`config.mk`:
```
export PLATFORM = sky130hd
export DESIGN_NAME = wear_and_sleep_tracker
export DESIGN_NICKNAME = d
export VERILOG_FILES = /design/src/rtl/wst_pkg.sv /design/src/rtl/wst_cfg_regs.sv /design/src/rtl/wst_update.sv /design/src/rtl/wear_and_sleep_tracker.sv
export SDC_FILE = /design/constraint.sdc
export NUM_CORES = 2
export LEC_CHECK = 0
export BUFFER_PORTS_ARGS = -buffer_cell sky130_fd_sc_hd__clkbuf_2
export CAP_MARGIN = 30
export CORE_ASPECT_RATIO = 2
export CORE_MARGIN = 5
export CORE_UTILIZATION = 60
export DETAILED_ROUTE_END_ITERATION = 12
export MAX_ROUTING_LAYER = met4
export PLACE_DENSITY = 0.79
export SYNTH_ARGS = -nofsm -noshare
export SYNTH_HDL_FRONTEND = slang
export SYNTH_SLANG_ARGS = --single-unit
```
`constraint.sdc`:
```
create_clock -name clk -period 15.4 [get_ports clk]
set_input_delay 2.31 -clock clk [delete_from_list [all_inputs] [get_ports clk]]
set_output_delay 2.31 -clock clk [all_outputs]
set_load 0.01 [all_outputs]
```
`src/rtl/wst_pkg.sv`:
```
// ----------------------------------------------------------------------------
// Wear and sleep tracker package
// Shared types, operation and mode codes, and register indexes.
// ----------------------------------------------------------------------------
package wst_pkg;

  localparam int unsigned POLL_MINUTES = 15;
  localparam logic [31:0] POLL_SECONDS = 32'(POLL_MINUTES * 60);

  localparam logic [1:0] OP_POLL  = 2'd0;
  localparam logic [1:0] OP_WAKE  = 2'd1;
  localparam logic [1:0] OP_START = 2'd2;

  localparam logic [1:0] MODE_AWAKE  = 2'd0;
  localparam logic [1:0] MODE_ASLEEP = 2'd1;
  localparam logic [1:0] MODE_OFF    = 2'd2;

  localparam int unsigned CFG_IDX_W = 4;
  localparam int unsigned CFG_DATA_W = 17;

  localparam logic [CFG_IDX_W-1:0] REG_OFF_DROP    = 4'd0;
  localparam logic [CFG_IDX_W-1:0] REG_MIN_SLEEP   = 4'd1;
  localparam logic [CFG_IDX_W-1:0] REG_NIGHT_START = 4'd2;
  localparam logic [CFG_IDX_W-1:0] REG_NIGHT_END   = 4'd3;
  localparam logic [CFG_IDX_W-1:0] REG_NAP_START   = 4'd4;
  localparam logic [CFG_IDX_W-1:0] REG_NAP_END     = 4'd5;
  localparam logic [CFG_IDX_W-1:0] REG_NIGHT_POLLS = 4'd6;
  localparam logic [CFG_IDX_W-1:0] REG_NAP_POLLS   = 4'd7;

  localparam int unsigned IN_DATA_W  = 88;
  localparam int unsigned IN_USER_W  = 3;
  localparam int unsigned OUT_DATA_W = 240;
  localparam int unsigned OUT_USER_W = 2;

  typedef struct packed {
    logic [9:0]  off_drop;
    logic [16:0] min_sleep;
    logic [4:0]  night_start;
    logic [4:0]  night_end;
    logic [4:0]  nap_start;
    logic [4:0]  nap_end;
    logic [7:0]  night_polls;
    logic [7:0]  nap_polls;
  } cfg_t;

  typedef struct packed {
    logic [1:0]         opcode;
    logic [31:0]        now;
    logic signed [15:0] temp;
    logic               temp_valid;
    logic [31:0]        steps;
    logic [4:0]         hour;
  } item_t;

  typedef struct packed {
    logic [1:0]         mode;
    logic [31:0]        wake_at;
    logic [31:0]        sleep_from;
    logic [31:0]        still_from;
    logic [31:0]        wear_from;
    logic [31:0]        off_from;
    logic [7:0]         still_cnt;
    logic [31:0]        prev_steps;
    logic signed [15:0] avg;
    logic [3:0]         samples;
    logic [31:0]        sleep_len;
    logic [31:0]        off_len;
    logic [31:0]        longest_wear;
  } state_t;

endpackage

```
`src/rtl/wst_cfg_regs.sv`:
```
// ----------------------------------------------------------------------------
// Wear and sleep tracker configuration registers
// Holds the thresholds and hour windows written through the config channel.
// ----------------------------------------------------------------------------
module wst_cfg_regs (
  input  logic                             clk,
  input  logic                             rst_n,
  input  logic                             wr_en,
  input  logic [wst_pkg::CFG_IDX_W-1:0]    wr_index,
  input  logic [wst_pkg::CFG_DATA_W-1:0]   wr_data,
  output wst_pkg::cfg_t                    cfg
);
  import wst_pkg::*;

  cfg_t cfg_r;

  assign cfg = cfg_r;

  always_ff @(posedge clk) begin
    if (!rst_n) begin
      cfg_r.off_drop    <= 10'd30;
      cfg_r.min_sleep   <= 17'd1800;
      cfg_r.night_start <= 5'd22;
      cfg_r.night_end   <= 5'd8;
      cfg_r.nap_start   <= 5'd13;
      cfg_r.nap_end     <= 5'd18;
      cfg_r.night_polls <= 8'd3;
      cfg_r.nap_polls   <= 8'd2;
    end else if (wr_en) begin
      unique case (wr_index)
        REG_OFF_DROP:    cfg_r.off_drop    <= wr_data[9:0];
        REG_MIN_SLEEP:   cfg_r.min_sleep   <= wr_data[16:0];
        REG_NIGHT_START: cfg_r.night_start <= wr_data[4:0];
        REG_NIGHT_END:   cfg_r.night_end   <= wr_data[4:0];
        REG_NAP_START:   cfg_r.nap_start   <= wr_data[4:0];
        REG_NAP_END:     cfg_r.nap_end     <= wr_data[4:0];
        REG_NIGHT_POLLS: cfg_r.night_polls <= wr_data[7:0];
        REG_NAP_POLLS:   cfg_r.nap_polls   <= wr_data[7:0];
        default: begin
        end
      endcase
    end
  end

endmodule

```
`src/rtl/wst_update.sv`:
```
// ----------------------------------------------------------------------------
// Wear and sleep tracker state update
// Next-state logic for one operation: start, poll or manual wake.
// ----------------------------------------------------------------------------
module wst_update (
  input  wst_pkg::cfg_t   cfg,
  input  wst_pkg::state_t st,
  input  wst_pkg::item_t  item,
  output wst_pkg::state_t st_nxt
);
  import wst_pkg::*;

  function automatic logic [31:0] span(input logic [31:0] now, input logic [31:0] from);
    span = (now > from) ? (now - from) : 32'd0;
  endfunction

  logic               tvalid;
  logic signed [17:0] drop_diff;
  logic signed [17:0] drop_lim;
  logic               off_det;
  logic               moved;
  logic [31:0]        sleep_span;
  logic [31:0]        off_span;
  logic [31:0]        wear_span;
  logic signed [19:0] avg_x;
  logic signed [19:0] temp_x;
  logic signed [19:0] avg_sum;
  logic signed [19:0] avg_adj;
  logic signed [15:0] avg_new;
  logic               is_night;
  logic               in_nap;
  logic               in_win;
  logic [7:0]         need;
  logic [7:0]         still_inc;

  // The most negative code marks a missing reading.
  assign tvalid    = item.temp_valid && (item.temp != 16'sh8000);
  assign drop_diff = {{2{st.avg[15]}}, st.avg} - {{2{item.temp[15]}}, item.temp};
  assign drop_lim  = $signed({8'b0, cfg.off_drop});
  assign off_det   = tvalid && (st.samples >= 4'd3) && (drop_diff >= drop_lim);
  assign moved     = item.steps > st.prev_steps;

  assign sleep_span = span(item.now, st.sleep_from);
  assign off_span   = span(item.now, st.off_from);
  assign wear_span  = span(item.now, st.wear_from);

  // Average of seven parts old and one part new, rounded by adding four, then
  // divided by eight with truncation towards zero.
  assign avg_x   = {{4{st.avg[15]}}, st.avg};
  assign temp_x  = {{4{item.temp[15]}}, item.temp};
  assign avg_sum = (avg_x <<< 3) - avg_x + temp_x + 20'sd4;
  assign avg_adj = avg_sum[19] ? (avg_sum + 20'sd7) : avg_sum;
  assign avg_new = avg_adj[18:3];

  assign is_night  = (item.hour >= cfg.night_start) || (item.hour < cfg.night_end);
  assign in_nap    = (item.hour >= cfg.nap_start) && (item.hour < cfg.nap_end);
  assign in_win    = is_night || in_nap;
  assign need      = in_nap ? cfg.nap_polls : cfg.night_polls;
  assign still_inc = st.still_cnt + 8'd1;

  always_comb begin
    st_nxt = st;
    unique case (item.opcode)
      OP_POLL: begin
        st_nxt.prev_steps = item.steps;
        if (off_det) begin
          if (st.mode != MODE_OFF) begin
            if ((st.mode == MODE_ASLEEP) && (st.sleep_from != 32'd0)) begin
              if (sleep_span >= {15'b0, cfg.min_sleep}) begin
                st_nxt.sleep_len = sleep_span;
              end
              st_nxt.sleep_from = 32'd0;
            end
            st_nxt.off_from  = item.now;
            st_nxt.still_cnt = 8'd0;
          end
          st_nxt.mode = MODE_OFF;
        end else if (st.mode == MODE_OFF) begin
          if (off_span != 32'd0) begin
            st_nxt.off_len = off_span;
          end
          st_nxt.wear_from = item.now;
          st_nxt.mode      = MODE_AWAKE;
          st_nxt.wake_at   = item.now;
          st_nxt.still_cnt = 8'd0;
        end else begin
          if (tvalid) begin
            if (st.samples == 4'd0) begin
              st_nxt.avg     = item.temp;
              st_nxt.samples = 4'd1;
            end else begin
              if (st.samples < 4'd8) begin
                st_nxt.samples = st.samples + 4'd1;
              end
              st_nxt.avg = avg_new;
            end
          end
          if (wear_span > st.longest_wear) begin
            st_nxt.longest_wear = wear_span;
          end
          if (st.mode == MODE_ASLEEP) begin
            if (moved || !in_win) begin
              if (st.sleep_from != 32'd0) begin
                if (sleep_span >= {15'b0, cfg.min_sleep}) begin
                  st_nxt.sleep_len = sleep_span;
                end
                st_nxt.sleep_from = 32'd0;
              end
              st_nxt.mode      = MODE_AWAKE;
              st_nxt.wake_at   = item.now;
              st_nxt.still_cnt = 8'd0;
            end
          end else if (moved || !in_win) begin
            st_nxt.still_cnt = 8'd0;
          end else begin
            // The first still poll backdates the candidate sleep start.
            if (st.still_cnt == 8'd0) begin
              st_nxt.still_from = item.now - POLL_SECONDS;
            end
            st_nxt.still_cnt = still_inc;
            if (still_inc >= need) begin
              st_nxt.mode       = MODE_ASLEEP;
              st_nxt.sleep_from = (st.still_cnt == 8'd0) ? (item.now - POLL_SECONDS)
                                                         : st.still_from;
              st_nxt.still_cnt  = 8'd0;
            end
          end
        end
      end
      OP_WAKE: begin
        st_nxt.mode      = MODE_AWAKE;
        st_nxt.wake_at   = item.now;
        st_nxt.still_cnt = 8'd0;
      end
      OP_START: begin
        st_nxt           = '0;
        st_nxt.mode      = MODE_AWAKE;
        st_nxt.wake_at   = item.now;
        st_nxt.wear_from = item.now;
        if (tvalid) begin
          st_nxt.avg     = item.temp;
          st_nxt.samples = 4'd1;
        end
      end
      default: begin
      end
    endcase
  end

endmodule

```
`src/rtl/wear_and_sleep_tracker.sv`:
```
// ----------------------------------------------------------------------------
// Wear and sleep tracker
// Tracks wrist wear, off-wrist periods and sleep from periodic polls.
//
//   channel  direction  handshake              payload
//   in_      slave      in_tvalid/in_tready    in_tdata, in_tuser
//   out_     master     out_tvalid/out_tready  out_tdata, out_tuser
//   cfg_     slave      cfg_valid/cfg_ready    cfg_index, cfg_data
//
// Each beat is processed combinationally; its result appears in the output
// register on the following cycle, one result per input beat.
// A new beat is taken every cycle while the output register is empty or
// being drained, so a stalled result holds only the input channel.
// Reset is synchronous and restores all statistics and register defaults;
// configuration writes are always taken outside reset.
// ----------------------------------------------------------------------------
module wear_and_sleep_tracker (
  input  logic                              clk,
  input  logic                              rst_n,
  input  logic                              in_tvalid,
  output logic                              in_tready,
  // now_seconds[31:0], temp_tenths[47:32], step_total[79:48],
  // hour_of_day[84:80], zero pad [87:85]
  input  logic [wst_pkg::IN_DATA_W-1:0]     in_tdata,
  // opcode[1:0], temp_valid[2]
  input  logic [wst_pkg::IN_USER_W-1:0]     in_tuser,
  output logic                              out_tvalid,
  input  logic                              out_tready,
  // wake_time[31:0], sleep_start_time[63:32], wear_start_time[95:64],
  // off_start_time[127:96], last_sleep_length[159:128],
  // last_off_length[191:160], longest_wear_length[223:192],
  // temp_baseline[239:224]
  output logic [wst_pkg::OUT_DATA_W-1:0]    out_tdata,
  // mode_now[1:0]
  output logic [wst_pkg::OUT_USER_W-1:0]    out_tuser,
  input  logic                              cfg_valid,
  output logic                              cfg_ready,
  input  logic [wst_pkg::CFG_IDX_W-1:0]     cfg_index,
  input  logic [wst_pkg::CFG_DATA_W-1:0]    cfg_data
);
  import wst_pkg::*;

  cfg_t                    cfg;
  item_t                   item;
  state_t                  state_r;
  state_t                  state_nxt;
  logic                    in_beat;
  logic                    out_tvalid_r;
  logic [OUT_DATA_W-1:0]   out_tdata_r;
  logic [OUT_USER_W-1:0]   out_tuser_r;

  assign cfg_ready = rst_n;
  assign in_tready = rst_n && (!out_tvalid_r || out_tready);
  assign in_beat   = in_tvalid && in_tready;

  assign item.opcode     = in_tuser[1:0];
  assign item.temp_valid = in_tuser[2];
  assign item.now        = in_tdata[31:0];
  assign item.temp       = $signed(in_tdata[47:32]);
  assign item.steps      = in_tdata[79:48];
  assign item.hour       = in_tdata[84:80];

  wst_cfg_regs u_cfg (
    .clk      (clk),
    .rst_n    (rst_n),
    .wr_en    (cfg_valid && cfg_ready),
    .wr_index (cfg_index),
    .wr_data  (cfg_data),
    .cfg      (cfg)
  );

  wst_update u_update (
    .cfg    (cfg),
    .st     (state_r),
    .item   (item),
    .st_nxt (state_nxt)
  );

  always_ff @(posedge clk) begin
    if (!rst_n) begin
      state_r <= '0;
    end else if (in_beat) begin
      state_r <= state_nxt;
    end
  end

  always_ff @(posedge clk) begin
    if (!rst_n) begin
      out_tvalid_r <= 1'b0;
    end else if (in_beat) begin
      out_tvalid_r <= 1'b1;
    end else if (out_tready) begin
      out_tvalid_r <= 1'b0;
    end
  end

  always_ff @(posedge clk) begin
    if (in_beat) begin
      out_tdata_r <= {state_nxt.avg, state_nxt.longest_wear, state_nxt.off_len,
                      state_nxt.sleep_len, state_nxt.off_from, state_nxt.wear_from,
                      state_nxt.sleep_from, state_nxt.wake_at};
      out_tuser_r <= state_nxt.mode;
    end
  end

  assign out_tvalid = out_tvalid_r;
  assign out_tdata  = out_tdata_r;
  assign out_tuser  = out_tuser_r;

endmodule

```
==> flow_metrics.env <==
export IMPL_status="finished clean"
export IMPL_leakage_nw=16.7
export IMPL_grt_max_degree=92
export IMPL_slowest_delay_ns=0.80
export IMPL_port_buffers=358
export IMPL_synth_nets=4616
export IMPL_cts_resized=0
export IMPL_worst_pin_slew_ns=1.06
export IMPL_area_growth_syn_to_layout_pct=11.5
export IMPL_synth_top_area_cell="dfxtp_1"
export IMPL_synth_distinct_cells=96
export IMPL_clk_path_buf_depth=3
export IMPL_fin_crit_sh=0.549
export IMPL_drive_gt1_frac=0.137
export IMPL_fin_worst_skew_ns=0.0174
export IMPL_synth_enable_flop_cells=242
export IMPL_max_vdd_ir_drop_v=0.000106
export IMPL_grtUsageTotal=0.357
export IMPL_ys_warn_count=0
export IMPL_clk_pin_slew_ns=0.07
export IMPL_critPathSlowestCell="or2_2"
export IMPL_total_power_mw=4.07
export IMPL_vias=34102
export IMPL_pre_cts_slack_ns=6.47
export IMPL_synth_seq_area_share=0.397
export IMPL_dieWidth_um=187
export IMPL_grt_pass1_vias=33509
export IMPL_tns_ns=0
export IMPL_fin_crit_ns=8.46
export IMPL_max_freq_ghz=0.118
export IMPL_finalHoldViolations=0
export IMPL_die_area_mm2=0.0680
export IMPL_coreArea_mm2=0.0620
export IMPL_drt_iter0_markers=2789
export IMPL_cts_root_buffer="clkbuf_16"
export IMPL_hold_buffers=0
export IMPL_netlist_area_mm2=0.0376
export IMPL_critPathCaptureType="flop"
export IMPL_p_clk_frac=0.362
export IMPL_core_rowCount=129
export IMPL_hpwlAfterDp_mm=91.2
export IMPL_p_int_mw=2.87
export IMPL_antenna_found_initial=0
export IMPL_ios=362
export IMPL_insertion_delay_ns=0.61
export IMPL_setup_viol=0
export IMPL_hold_class="reg2reg"
export IMPL_synth_area_leaders="dfxtp_1 20%, edfxtp_1 19%, ha_1 8.7%"
export IMPL_start_util=0.606
export IMPL_setup_slack_ns=6.94
export IMPL_yosysTopAreaCellShare=0.204
export IMPL_firstDrtPassIters=6
export IMPL_wl_mm=123
export IMPL_synthArstFlopShare=0
export IMPL_crit_required_ns=15.77
export IMPL_slew_headroom=0.293
export IMPL_n_antenna_cell=0
export IMPL_reg2regPathDepth=22
export IMPL_routabilityCongestion=1.03
export IMPL_clkSinkCount=624
export IMPL_switching_share=0.295
export IMPL_grt_pass1_wl_mm=187
export IMPL_drv_cap=0
export IMPL_post_drt_wl_per_cell_um=23.3
export IMPL_p_sw_mw=1.20
export IMPL_hold_depth=2
export IMPL_avgSynthCellArea_um2=8.90
export IMPL_cts_tree="yes"
export IMPL_synth_cells=4219
export IMPL_ant_nets=0
export IMPL_cp_start_kind="input port"
export IMPL_power_density_mw_per_mm2=97.3
export IMPL_cts_setup_buffers=0
export IMPL_critical_path_max_fanout=54
export IMPL_critPathKind="in2reg"
export IMPL_comb_power_share=0.201
export IMPL_ys_dominant_reg_cell="dfxtp_1"
export IMPL_nets=4844
export IMPL_worstPathArrival_ns=8.83
export IMPL_clock_tree_htree_level_count=2
export IMPL_viasPerCell=6.46
export IMPL_synth_seq_cells=624
export IMPL_drc=0
export IMPL_rsz0062_at_grt="false"
export IMPL_cts_made_buffers=54
export IMPL_grt_overflow_total=0
export IMPL_die_h_um=364
export IMPL_finalMaxSlewViolations=0
export IMPL_seq_power_share=0.437
-- power by group through the flow --
stage	clock (mW)	combinational (mW)	sequential (mW)
6_report	1.47	0.818	1.78
5_1_grt	1.56	0.889	1.79
4_1_cts	1.49	0.804	1.78
3_5_place_dp	0	0.798	1.82
3_3_place_gp	0	0.783	1.82
2_1_floorplan	0	0.530	1.84
-- logic make-up (layout without fill, tap and decap cells) --
group / after synthesis / after routing / synth area share
adders and majority gates: 280 / 280 / 0.0973
DFF: 624 / 624 / 0.397
xor gates and xnor gates: 125 / 125 / 0.0292
and+or+nand+nor: 1136 / 1136 / 0.144
AOI/OAI and AO/OA: 1289 / 1289 / 0.237
buffers and inverters: 670 / 942 / 0.0686
muxes: 95 / 95 / 0.0265
-- path summary, 6_finish.rpt --
path                 from              to  slack [ns]
max           in_tdata[0]  out_tdata[220]        6.94
min          state_r[244]    state_r[244]        0.45
max reg2reg  state_r[102]    state_r[178]        8.58
min reg2reg  state_r[244]    state_r[244]        0.45
-- final cells by class --
class	count	area, µm²
multi-input cells	2925	20100
fillers	5123	20100
flip-flops and latches	624	14900
repair buffers	428	2390
inverters	414	1570
clock buffers	67	1530
well taps	786	983
clock inverters	33	368
-- cells in the final DEF, fill, tap and decap left out, drive strengths merged, types with 17 or more instances in the layout --
master and n:
a211oi 37, clkinv 17, inv 417, and2 38
ha 260, a221oi 68, clkbuf 425, o21ai 235
nor2 289, fa 20, o211ai 38, o31ai 43
and3 30, nand2b 32, a21o 71, a22o 159
a31oi 20, nor2b 37, nand3 125, or3 31
buf 70, nand4 48, dfxtp 382, edfxtp 242
nand2 362, mux2i 60, a32oi 17, xor2 50
mux2 35, xnor2 75, o21a 33, a21oi 291
nor3 43, a22oi 103, nor4 28, o32ai 18
-- layer usage --
| layer | global-route usage | share of wire |
|---|---|---|
| met4 | 0.261 | 0.092 |
| met3 | 0.0552 | 0.075 |
| met5 | - | 0 |
| met1 | 0.363 | 0.34 |
| met2 | 0.625 | 0.49 |
-- per-stage QoR --
step	instances	cell area, µm²	utilization	hold WS [ns]
after floorplan	4219	37600	-	0.425
after global placement	5170	39900	0.643	0.433
after detailed placement	5176	40000	0.645	0.444
after CTS	5276	41900	0.675	0.454
after global routing	5277	41900	0.676	0.468
final	5277	41900	0.676	0.455
-- critical path: cells and delay by family --
family          cells  cell delay, ns
fa+ha+maj           3            1.07
simple gates        7            2.15
buf+inv             4            0.86
compound gates     12            2.42
-- synth_stat cells, types with 14 or more instances --
| master | instances |
|---|---|
| nor3_1 | 43 |
| and3_1 | 30 |
| clkbuf_1 | 206 |
| o31ai_1 | 42 |
| edfxtp_1 | 242 |
| buf_1 | 14 |
| o211ai_1 | 38 |
| inv_1 | 414 |
| mux2_2 | 35 |
| nand4_1 | 48 |
| or3_1 | 31 |
| nand2b_1 | 32 |
| o21ai_1 | 14 |
| o21ai_0 | 217 |
| buf_2 | 32 |
| fa_1 | 20 |
| a221oi_1 | 67 |
| a31oi_1 | 20 |
| o21a_1 | 33 |
| a211oi_1 | 36 |
| xnor2_1 | 75 |
| nor2b_1 | 37 |
| nor2_1 | 288 |
| a21o_1 | 70 |
| ha_1 | 260 |
| a32oi_1 | 17 |
| a21oi_1 | 288 |
| xor2_1 | 50 |
| mux2i_1 | 60 |
| dfxtp_1 | 382 |
| and2_1 | 34 |
| o21bai_1 | 16 |
| nor4_1 | 27 |
| o32ai_1 | 18 |
| a22o_1 | 159 |
| nand3_1 | 125 |
| a22oi_1 | 102 |
| nand2_1 | 362 |
-- sequential cells by signal, indices dropped and copies added (netlist names) --
signal	flops
state_r	318
out_tdata	240
u_cfg.cfg	63
out_tuser	2
out_tvalid	1
No activity file was read; power rests on OpenSTA's default activity.
